**config.mk**
```make
export PLATFORM = sky130hd
export DESIGN_NAME = bse_net
export DESIGN_NICKNAME = d
export VERILOG_FILES = /design/src/hdl/bse_net.sv
export SDC_FILE = /design/constraint.sdc
export NUM_CORES = 1
export LEC_CHECK = 0
export BUFFER_PORTS_ARGS = -buffer_cell sky130_fd_sc_hd__buf_4
export CAP_MARGIN = 20
export CORE_MARGIN = 3
export CORE_UTILIZATION = 52
export DETAILED_ROUTE_END_ITERATION = 12
export GPL_TIMING_DRIVEN = 0
export PLACE_DENSITY = 0.89
export SLEW_MARGIN = 40
export SYNTH_ARGS = -nofsm -noshare
export SYNTH_HDL_FRONTEND = slang
export SYNTH_SLANG_ARGS = --single-unit
```
**constraint.sdc**
```tcl
create_clock -name clk -period 6.4 [get_ports clk]
set_clock_uncertainty 0.05 [all_clocks]
set_input_delay 1.28 -clock clk [delete_from_list [all_inputs] [get_ports clk]]
set_output_delay 1.28 -clock clk [all_outputs]
set_load 0.01 [all_outputs]
```
**src/hdl/bse_net.sv**
```systemverilog
module bse_net #(
  parameter int unsigned MAX_KEYS = 1024,
  parameter int unsigned KEY_WIDTH = 32
) (
  input  logic                        clk,
  input  logic                        rst_n,
  input  logic                        start,
  input  logic [$clog2(MAX_KEYS):0]   set_n,
  output logic                        busy,
  output logic [$clog2(MAX_KEYS)-1:0] rd_addr_a,
  output logic [$clog2(MAX_KEYS)-1:0] rd_addr_b,
  input  logic [KEY_WIDTH-1:0]        rd_data_a,
  input  logic [KEY_WIDTH-1:0]        rd_data_b,
  output logic                        wr_en,
  output logic [$clog2(MAX_KEYS)-1:0] wr_addr,
  output logic [KEY_WIDTH-1:0]        wr_data
);

  localparam int unsigned AW = $clog2(MAX_KEYS);

  localparam logic [1:0] N_IDLE = 2'd0;
  localparam logic [1:0] N_RD = 2'd1;
  localparam logic [1:0] N_CMP = 2'd2;
  localparam logic [1:0] N_WR2 = 2'd3;

  logic [1:0] state_r, state_nxt;
  logic [AW:0] k_r, k_nxt;
  logic [AW-1:0] j_r, j_nxt;
  logic [AW-1:0] m_r, m_nxt;
  logic [KEY_WIDTH-1:0] save_r, save_nxt;

  logic [AW-1:0] mask;
  logic [AW-1:0] idx_i;
  logic [AW-1:0] idx_p;
  logic [AW-1:0] half_m1;
  logic up;
  logic swap;
  logic last_m;

  assign mask = j_r - 1'b1;
  assign idx_i = ((m_r & ~mask) << 1) | (m_r & mask);
  assign idx_p = idx_i | j_r;
  assign half_m1 = AW'(set_n >> 1) - 1'b1;
  assign last_m = (m_r == half_m1);
  assign up = (({1'b0, idx_i} & k_r) == '0);
  assign swap = up ? ($signed(rd_data_a) > $signed(rd_data_b))
                   : ($signed(rd_data_b) > $signed(rd_data_a));

  assign busy = (state_r != N_IDLE);
  assign rd_addr_a = idx_i;
  assign rd_addr_b = idx_p;

  always_comb begin
    state_nxt = state_r;
    k_nxt = k_r;
    j_nxt = j_r;
    m_nxt = m_r;
    save_nxt = save_r;
    wr_en = 1'b0;
    wr_addr = idx_i;
    wr_data = rd_data_b;
    case (state_r)
      N_IDLE: begin
        if (start) begin
          k_nxt = (AW+1)'(2);
          j_nxt = AW'(1);
          m_nxt = '0;
          state_nxt = N_RD;
        end
      end
      N_RD: begin
        state_nxt = N_CMP;
      end
      N_CMP: begin
        if (swap) begin
          wr_en = 1'b1;
          save_nxt = rd_data_a;
          state_nxt = N_WR2;
        end else begin
          state_nxt = N_RD;
        end
      end
      N_WR2: begin
        wr_en = 1'b1;
        wr_addr = idx_p;
        wr_data = save_r;
        state_nxt = N_RD;
      end
      default: begin
        state_nxt = N_IDLE;
      end
    endcase

    if ((state_r == N_CMP && !swap) || state_r == N_WR2) begin
      if (!last_m) begin
        m_nxt = m_r + 1'b1;
      end else begin
        m_nxt = '0;
        if (j_r == AW'(1)) begin
          if (k_r == set_n) begin
            state_nxt = N_IDLE;
          end else begin
            k_nxt = k_r << 1;
            j_nxt = k_r[AW-1:0];
          end
        end else begin
          j_nxt = j_r >> 1;
        end
      end
    end
  end

  always_ff @(posedge clk) begin
    if (!rst_n) begin
      state_r <= N_IDLE;
      k_r <= '0;
      j_r <= '0;
      m_r <= '0;
    end else begin
      state_r <= state_nxt;
      k_r <= k_nxt;
      j_r <= j_nxt;
      m_r <= m_nxt;
    end
    save_r <= save_nxt;
  end

endmodule
```
After elaboration in Yosys (flattened, before gate mapping)
Index checks and enable logic that the tools add are counted.
{"block": "word_totals", "register_bits": 65, "elab_cells": 60}
{"block": "classes", "addsub": 3, "n_lt_le_gt_ge": 2, "eq_ne": 6, "muxes": 28, "bitwise_logic": 6, "reduce_logical": 10}
{"op": "two-way mux 10 bit", "count": 11}
{"op": "two-way mux 11 bit", "count": 6}
{"op": "greater-than comparator 32 bit", "count": 2}
{"op": "two-way mux 32 bit", "count": 1}
{"op": "bitwise OR 10 bit", "count": 2}
{"op": "subtractor 10 x 1 -> 10 bit (second input constant)", "count": 2}
{"op": "two-way mux 2 bit", "count": 6}
{"op": "bitwise AND 10 x 11 -> 11 bit", "count": 1}
{"op": "equality test 11 bit", "count": 1}
{"op": "logical NOT 11 bit", "count": 1}
{"op": "adder 10 x 1 -> 10 bit (second input constant)", "count": 1}
{"op": "bitwise AND 10 bit", "count": 1}
{"op": "equality test 10 x 1 -> 1 bit (second input constant)", "count": 1}
{"op": "equality test 10 bit", "count": 1}
{"op": "bitwise AND 9 bit", "count": 1}
{"op": "inverter 9 bit", "count": 1}
{"op": "case mux 2 bit (4 select lines)", "count": 1}
{"op": "nonzero test 2 bit", "count": 3}
{"op": "equality test 2 bit (second input constant)", "count": 2}
{"op": "AND reduction 2 bit", "count": 2}
{"op": "equality test 2 x 1 -> 1 bit (second input constant)", "count": 1}
{"op": "logical NOT 2 bit", "count": 1}
{"op": "two-way mux 1 bit", "count": 2}
{"op": "case mux 1 bit (2 select lines)", "count": 1}
{"op": "other kinds (3)", "count": 3}

Depth between registers and ports, before layout
Gate-level depths: netlist of run 1.
{"block": "logic_depth", "word_depth": 13, "ltp_mapped": 14}

Worst setup path before layout of run 1
No wires, ideal clock.
{"block": "synth_timing", "kind": "input -> register", "from": "input rd_data_a[31]", "to": "register save_r[0], enable pin", "setup_ns": 0.470, "arrival_ns": 5.523, "t_required_ns": 5.880, "setup_slack_ns": 0.357, "cell_stages": 11, "cell_sequence": "inv_1 ha_1 nand4_1 nor4_1 o21ai_0 a31oi_1 or2_2 o211ai_1 mux2_2 clkbuf_1 a21boi_0"}
{"block": "synth_via", "elab_chain_cells": 3, "elab_cells_between_ends": 4, "classes_between": "order compare: 2; mux: 1; reduce/logical: 1"}
{"element": "from (decl)", "line_no": "12", "source": "input logic [KEY_WIDTH-1:0] rd_data_a,"}
{"element": "greater-than comparator 32 bit, on equally long branches", "line_no": "47, 46"}
{"element": "two-way mux 1 bit *", "line_no": "46", "source": "assign swap = up ? ($signed(rd_data_a) > $signed(rd_data_b))"}
{"element": "AND reduction 2 bit (no line) *"}
{"element": "to (signal assigned)", "line_no": "125", "source": "save_r <= save_nxt;"}
{"element": "to (decl)", "line_no": "30", "source": "logic [KEY_WIDTH-1:0] save_r, save_nxt;"}
Every way passes the cells marked *; elsewhere a longest branch is shown, timed or not.
A chain may end at the register's enable or synchronous reset.

Worst setup path in the final report of run 1
{"block": "layout_timing", "from": "register j_r[0]", "to": "output wr_en"}
{"block": "layout_via", "elab_chain_cells": 9, "elab_cells_between_ends": 10, "classes_between": "add/sub: 1; mux: 3; bitwise: 5; reduce/logical: 1"}
{"element": "from (decl)", "line_no": "28", "source": "logic [AW-1:0] j_r, j_nxt;"}
{"element": "from (signal assigned)", "line_no": "122", "source": "j_r <= j_nxt;"}
{"element": "subtractor 10 x 1 -> 10 bit *", "line_no": "40", "source": "assign mask = j_r - 1'b1;"}
{"element": "inverter 9 bit", "line_no": "41", "source": "assign idx_i = ((m_r & ~mask) << 1) | (m_r & mask);"}
{"element": "bitwise AND 9 bit", "line_no": "41"}
{"element": "bitwise OR 10 bit *", "line_no": "41"}
{"element": "bitwise AND 10 x 11 -> 11 bit *", "line_no": "45", "source": "assign up = (({1'b0, idx_i} & k_r) == '0);"}
{"element": "logical NOT 11 bit *", "line_no": "45"}
{"element": "two-way mux 1 bit *", "line_no": "46"}
{"element": "two-way mux 1 bit *", "line_no": "75", "source": "if (swap) begin"}
{"element": "case mux 1 bit (2 select lines) *", "line_no": "62", "source": "case (state_r)"}
{"element": "to (decl)", "line_no": "14", "source": "output logic wr_en,"}
Marks and branches as above.

==> impl_metrics.ini, run 1 <==
[routing]
avgViaCountPerCell = 5.82
ant_nets = 0
num_vias = 5017
wl_um = 14400
drt_iter0_drc = 415
remaining_drc_errors = 0
drt_pre_antenna_iters = 5
wl_per_cell_um = 16.7

[floorplan]
die_x_um = 101
dieArea_mm2 = 0.0103
rows = 34
fp.coreArea_mm2 = 0.00876
fp.dieH_um = 101
ioPinCount = 142
initial_utilization_pct = 53.9

[synthesis]
avgSynthCellArea_um2 = 7.89
synth_area_leader_cell = edfxtp_1
synth_top_area_share_pct = 20.3
netlist_instances = 599
synth_area_mm2 = 0.00473
yosysUniqueCellTypes = 55
yosysMostFrequentCell = nand2_1
ys_warn_count = 0
async_reset_ff_share_pct = 0
synth_ff_type = dfxtp_1
yosys-top-cells-area = edfxtp_1 (20%), dfxtp_1 (14%), nand2_1 (11%)
ys_ff_latch = 65
seq_area_frac_synth_pct = 34.3
synth_nets = 713
synth_edf_count = 32
synth_common_cells = nand2_1 (133), inv_1 (53), a21oi_1 (36), ha_1 (36), dfxtp_1 (33)

[timing]
hold_viol_final = 0
slew-limit-headroom_pct = 52.7
fin_crit_sh_pct = 78.8
min_period_ns = 5.04
finalMaxSlewViolations = 0
fmax_ghz = 0.198
worstMarginPinSlew_ns = 0.709
finalSetupViolations = 0
worst_slack_ns = 1.36
tns_ns = 0
rsz0062_at_grt = false

[power]
p_sw_uw = 305
switching_share_pct = 30.2
p_int_uw = 706
peakVddDrop_mv = 0.133
p_leak_uw = 0.00288
p_seq_share_pct = 45.1
power.total_uw = 1010
power.density_mw_per_mm2 = 166
power_frac_comb_pct = 25.8
power_frac_clock_pct = 29.2

[clock_network]
clk_path_buf_depth = 2
postCtsHoldBufs = 0
cts_buffers = 9
clk_latency_ns = 0.34
cts.sinks = 65
cts_tree = done
root_buffer = clkbuf_8
post_cts_buffers = 0
clk_pin_slew_ns = 0.07
cts_resized = 0
cts.htree.levels = 3

[setup_path]
cp.required_ns = 5.07
critical_path.startpoint = j_r[0]
worst-r2r-cell-count = 13
critPathMaxFanout = 9
r2r_slack_ns = 2.05
critPathCapture = wr_en
worstSetupPathType = flop to output pin
r2r_start = j_r[0]
start_kind = flop
cp_data_arrival_time_ns = 3.71
r2r-end = save_r[13]
cp-end-kind = output pin

[cells_and_area]
finalInstanceArea_mm2 = 0.00608
n_antenna_cell = 0
synthToLayoutAreaGrowth_pct = 28.7
fillCellCount = 693
fin_nets = 863
drive_gt1_share_pct = 23.2

[place]
hpwl_um = 11400
placement.io_buffers = 138
placed_cell_area_mm2 = 0.00592
gp_congestion = 0.929
place_ws_ns = 1.41

[global_route]
antenna_found_initial = 0
grt_pass1_vias = 4714
globalRouteTotalUtil_pct = 27.5
grt_max_degree = 19
grt_first_pass_wirelength_um = 22400
grt_overflow = 0

[run_status]
status = finished clean

[worst_hold_path]
hold_class = flop to flop

[flow_run]
drv_cap = 0
[per-layer routing]
metal  global-route usage (%)  vias up  wire, um
li1                         -     2374         -
met1                     34.4     2332      5530
met2                     48.3      274      7190
met3                     4.96       37      1300
met4                     7.77        0       368
met5                        0        -         0
[sequential cells by signal, summed over array words and instances, names as in the netlist]
name / cells
save_r: 32
k_r: 11
j_r: 10
m_r: 10
state_r: 2
[critical path, stage by stage (launching register included)]
cell	delay, ns
dfxtp_1	0.32
buf_6	0.14
inv_1	0.05
ha_1	0.21
nor3b_1	0.48
nand2_1	0.14
xnor2_1	0.18
a22o_1	0.24
a222oi_1	0.63
nand2_1	0.18
nand2_1	0.12
o21ai_0	0.09
mux2_2	0.27
o21a_1	0.18
buf_4	0.15
[stage by stage]
stage                     std cells  util, %  hold slack (ns)
after floorplan                 599        -            0.407
after global placement          845     67.3            0.427
after detailed placement        846     67.6            0.459
after CTS                       862     69.4            0.471
after global routing            862     69.4            0.494
final                           862     69.4            0.467
[worst min path at each step]
stage                       start       to  slack (ns)  cells past startpoint
after floorplan           k_r[10]  k_r[10]        0.41                      2
after global placement    k_r[10]  k_r[10]        0.43                      2
after detailed placement  k_r[10]  k_r[10]        0.46                      2
after CTS                 k_r[10]  k_r[10]        0.47                      2
after global routing      k_r[10]  k_r[10]        0.49                      2
final                     k_r[10]  k_r[10]        0.47                      2
[area by class of cell]
type	count	area, um^2	share of cell area, %
well taps	108	135	2.22
multi-input cells	448	2780	45.7
clock inverters	4	22.5	0.370
clock buffers	12	135	2.22
plain buffers	33	135	2.22
flip-flops and latches	65	1620	26.7
inverters	53	199	3.27
repair buffers	139	1050	17.3
[power by group through the flow]
| stage | registers [uW] | clock network, uW | logic (uW) |
|---|---|---|---|
| 2_1_floorplan | 463 | 0 | 140 |
| 3_3_place_gp | 465 | 0 | 242 |
| 3_5_place_dp | 464 | 0 | 256 |
| 4_1_cts | 455 | 299 | 258 |
| 5_1_grt | 456 | 320 | 284 |
| 6_report | 455 | 295 | 260 |
[kinds of logic (layout without fill, tap and decap cells)]
family / after synthesis / count (layout) / share of synthesized area [%]
AO/OA/AOI/OAI: 114 / 114 / 16.0
XOR/XNOR: 32 / 32 / 5.93
adder cells (fa/ha/maj): 36 / 36 / 9.53
buffers and inverters: 86 / 241 / 7.07
flip-flops: 65 / 65 / 34.3
multiplexers: 7 / 7 / 1.61
AND/OR/NAND/NOR: 259 / 259 / 25.6
[placed cells by master, fill, tap and decap left out, drive strengths merged, types with 5 or more instances in the layout]
cell | netlist | routed
ha | 36 | 36
o2bb2ai | 8 | 8
nand3 | 23 | 23
mux2 | 5 | 5
nor2b | 6 | 6
dfxtp | 33 | 33
inv | 53 | 53
clkbuf | 29 | 41
nand2 | 133 | 133
nand2b | 5 | 5
xnor2 | 28 | 28
nor3 | 13 | 13
o21ai | 19 | 19
nand4 | 17 | 17
or2 | 9 | 9
a21oi | 36 | 36
nor2 | 23 | 23
and3 | 11 | 11
edfxtp | 32 | 32
a21o | 12 | 12
buf | 4 | 143
nor4 | 5 | 5
No activity file was read; power rests on OpenSTA's default activity.
==> run 2, diff against run 1 <==
==> constraint.sdc (replaced) <==
create_clock -name clk -period 4.8 [get_ports clk]
set_clock_uncertainty 0.05 [all_clocks]
set_input_delay 0.96 -clock clk [delete_from_list [all_inputs] [get_ports clk]]
set_output_delay 0.96 -clock clk [all_outputs]
set_load 0.01 [all_outputs]
==> impl_metrics.ini, run 2 (synthesis gave the netlist of run 1 again) <==
[routing]
ant_nets = 0
wl_per_cell_um = 17.7
wl_um = 15300
remaining_drc_errors = 0
avgViaCountPerCell = 5.86
drt_iter0_drc = 387
num_vias = 5059
drt_pre_antenna_iters = 5

[timing]
worst_slack_ns = 0.291
finalSetupViolations = 0
finalMaxSlewViolations = 0
slew-limit-headroom_pct = 54.2
tns_ns = 0
fmax_ghz = 0.222
worstMarginPinSlew_ns = 0.682
hold_viol_final = 0
fin_crit_sh_pct = 93.9
hold_ws_ns = 0.435
min_period_ns = 4.51
rsz0062_at_grt = false

[floorplan]
dieArea_mm2 = 0.0103
fp.dieH_um = 101
fp.coreArea_mm2 = 0.00876
die_x_um = 101
rows = 34
initial_utilization_pct = 53.9
ioPinCount = 142

[cells_and_area]
layout_commonest_cell = buf_4
biggestRegsByFlops = save_r: 32 flops, k_r: 11 flops
regMostFlops = save_r
fin_cells = 864
synthToLayoutAreaGrowth_pct = 29.8
finalInstanceArea_mm2 = 0.00613
final_cell_mix = buf_4 (139), nand2_1 (133), inv_1 (53)
drive_gt1_share_pct = 23.4
largest_reg_flops = 32
fin_nets = 865
n_antenna_cell = 0

[run_status]
status = finished clean

[setup_path]
start_kind = flop
critPathMaxFanout = 5
crit_chain = inv_1, ha_1, nor3b_1, nand2_1, xnor2_1, a22o_1, a222oi_1, nand2_1, nand2_1, o21ai_0, mux2_2, o21a_1, buf_4
cp_slowest_stage_delay_ns = 0.46
cp-end-kind = output pin
crit_top_cell = nand2_1
r2r_start = j_r[1]
worstSetupPathType = flop to output pin
cp.required_ns = 3.79
r2r_slack_ns = 0.67
slowest_stage = a222oi_1
cp_data_arrival_time_ns = 3.50
worst-r2r-cell-count = 13
r2r-end = save_r[30]

[clock_network]
clk_latency_ns = 0.35
cts_buffers = 9
root_buffer = clkbuf_8
clk_path_buf_depth = 2
cts.sinks = 65
clk_pin_slew_ns = 0.08
cts_tree = done
cts.htree.levels = 3
cts_resized = 0

[place]
place_inst = 847
placement.io_buffers = 138
place_ws_ns = 0.345
gp_congestion = 0.924
placed_cell_area_mm2 = 0.00594
hpwl_um = 11700

[power]
peakVddDrop_mv = 0.146
p_leak_uw = 0.00291
power.density_mw_per_mm2 = 233

[global_route]
antenna_found_initial = 0
globalRouteTotalUtil_pct = 29.2
grt_max_degree = 18
grt_first_pass_wirelength_um = 23700
grt_overflow = 0
grt_pass1_vias = 4861

[flow_run]
drv_cap = 0

[worst_hold_path]
hold_path.startpoint = k_r[10]
min_to = k_r[10]
hold_depth = 2
hold_class = flop to flop
[run 2: worst max path at each step]
stage                             start         end  depth (start not counted)
final                            j_r[1]       wr_en                         13
after global routing             j_r[1]       wr_en                         13
after CTS                        j_r[1]       wr_en                         13
after detailed placement  rd_data_a[13]  save_r[20]                         14
after global placement    rd_data_a[13]  save_r[24]                         12
after floorplan           rd_data_a[31]   save_r[0]                         11
[run 2: report_power, final]
group / leakage (uW) / internal [uW] / total [uW] / switching [uW]
registers: 0.000557 / 598 / 607 / 8.37
clock network: 0.0000974 / 254 / 475 / 222
logic: 0.00226 / 158 / 350 / 192
total: 0.00291 / 1010 / 1430 / 422
[run 2: critical path, delay by kind of cell (launching register included)]
kind | cells | cell delay, ns
AOI/OAI and AO/OA | 4 | 0.96
buffers and inverters | 2 | 0.29
DFF | 1 | 0.35
and+or+nand+nor | 4 | 0.89
xor gates and xnor gates | 1 | 0.17
adders and majority gates | 1 | 0.21
muxes | 1 | 0.28
[run 2: per-layer routing]
layer	global-route usage, %	vias to the layer above	share of wire (%)	wire length [um]
met5	0	-	0	0
met4	12.2	0	3.0	454
met3	4.48	39	8.3	1270
met2	51.6	230	50	7700
met1	35.3	2403	39	5900
li1	-	2387	-	-
[run 2: final cells by class]
cell class	count	area, um^2
well taps	108	135
multi-input cells	448	2780
fillers	688	2630
inverters	53	199
plain buffers	33	135
repair buffers	141	1070
flip-flops and latches	65	1620
clock inverters	3	40.0
clock buffers	13	149
[run 2: repair_timing]
action,CTS,global route
setup endpoints to repair,0,1
setup buffers,0,1
hold buffers,0,0
[run 2: per-stage QoR]
| stage | total power, uW | util [%] |
|---|---|---|
| 5_1_grt | 1480 | 70.0 |
| 3_3_place_gp | 945 | 67.3 |
| 3_5_place_dp | 963 | 67.8 |
| 4_1_cts | 1420 | 69.9 |
| 2_1_floorplan | 804 | - |
| 6_report | 1430 | 70.0 |
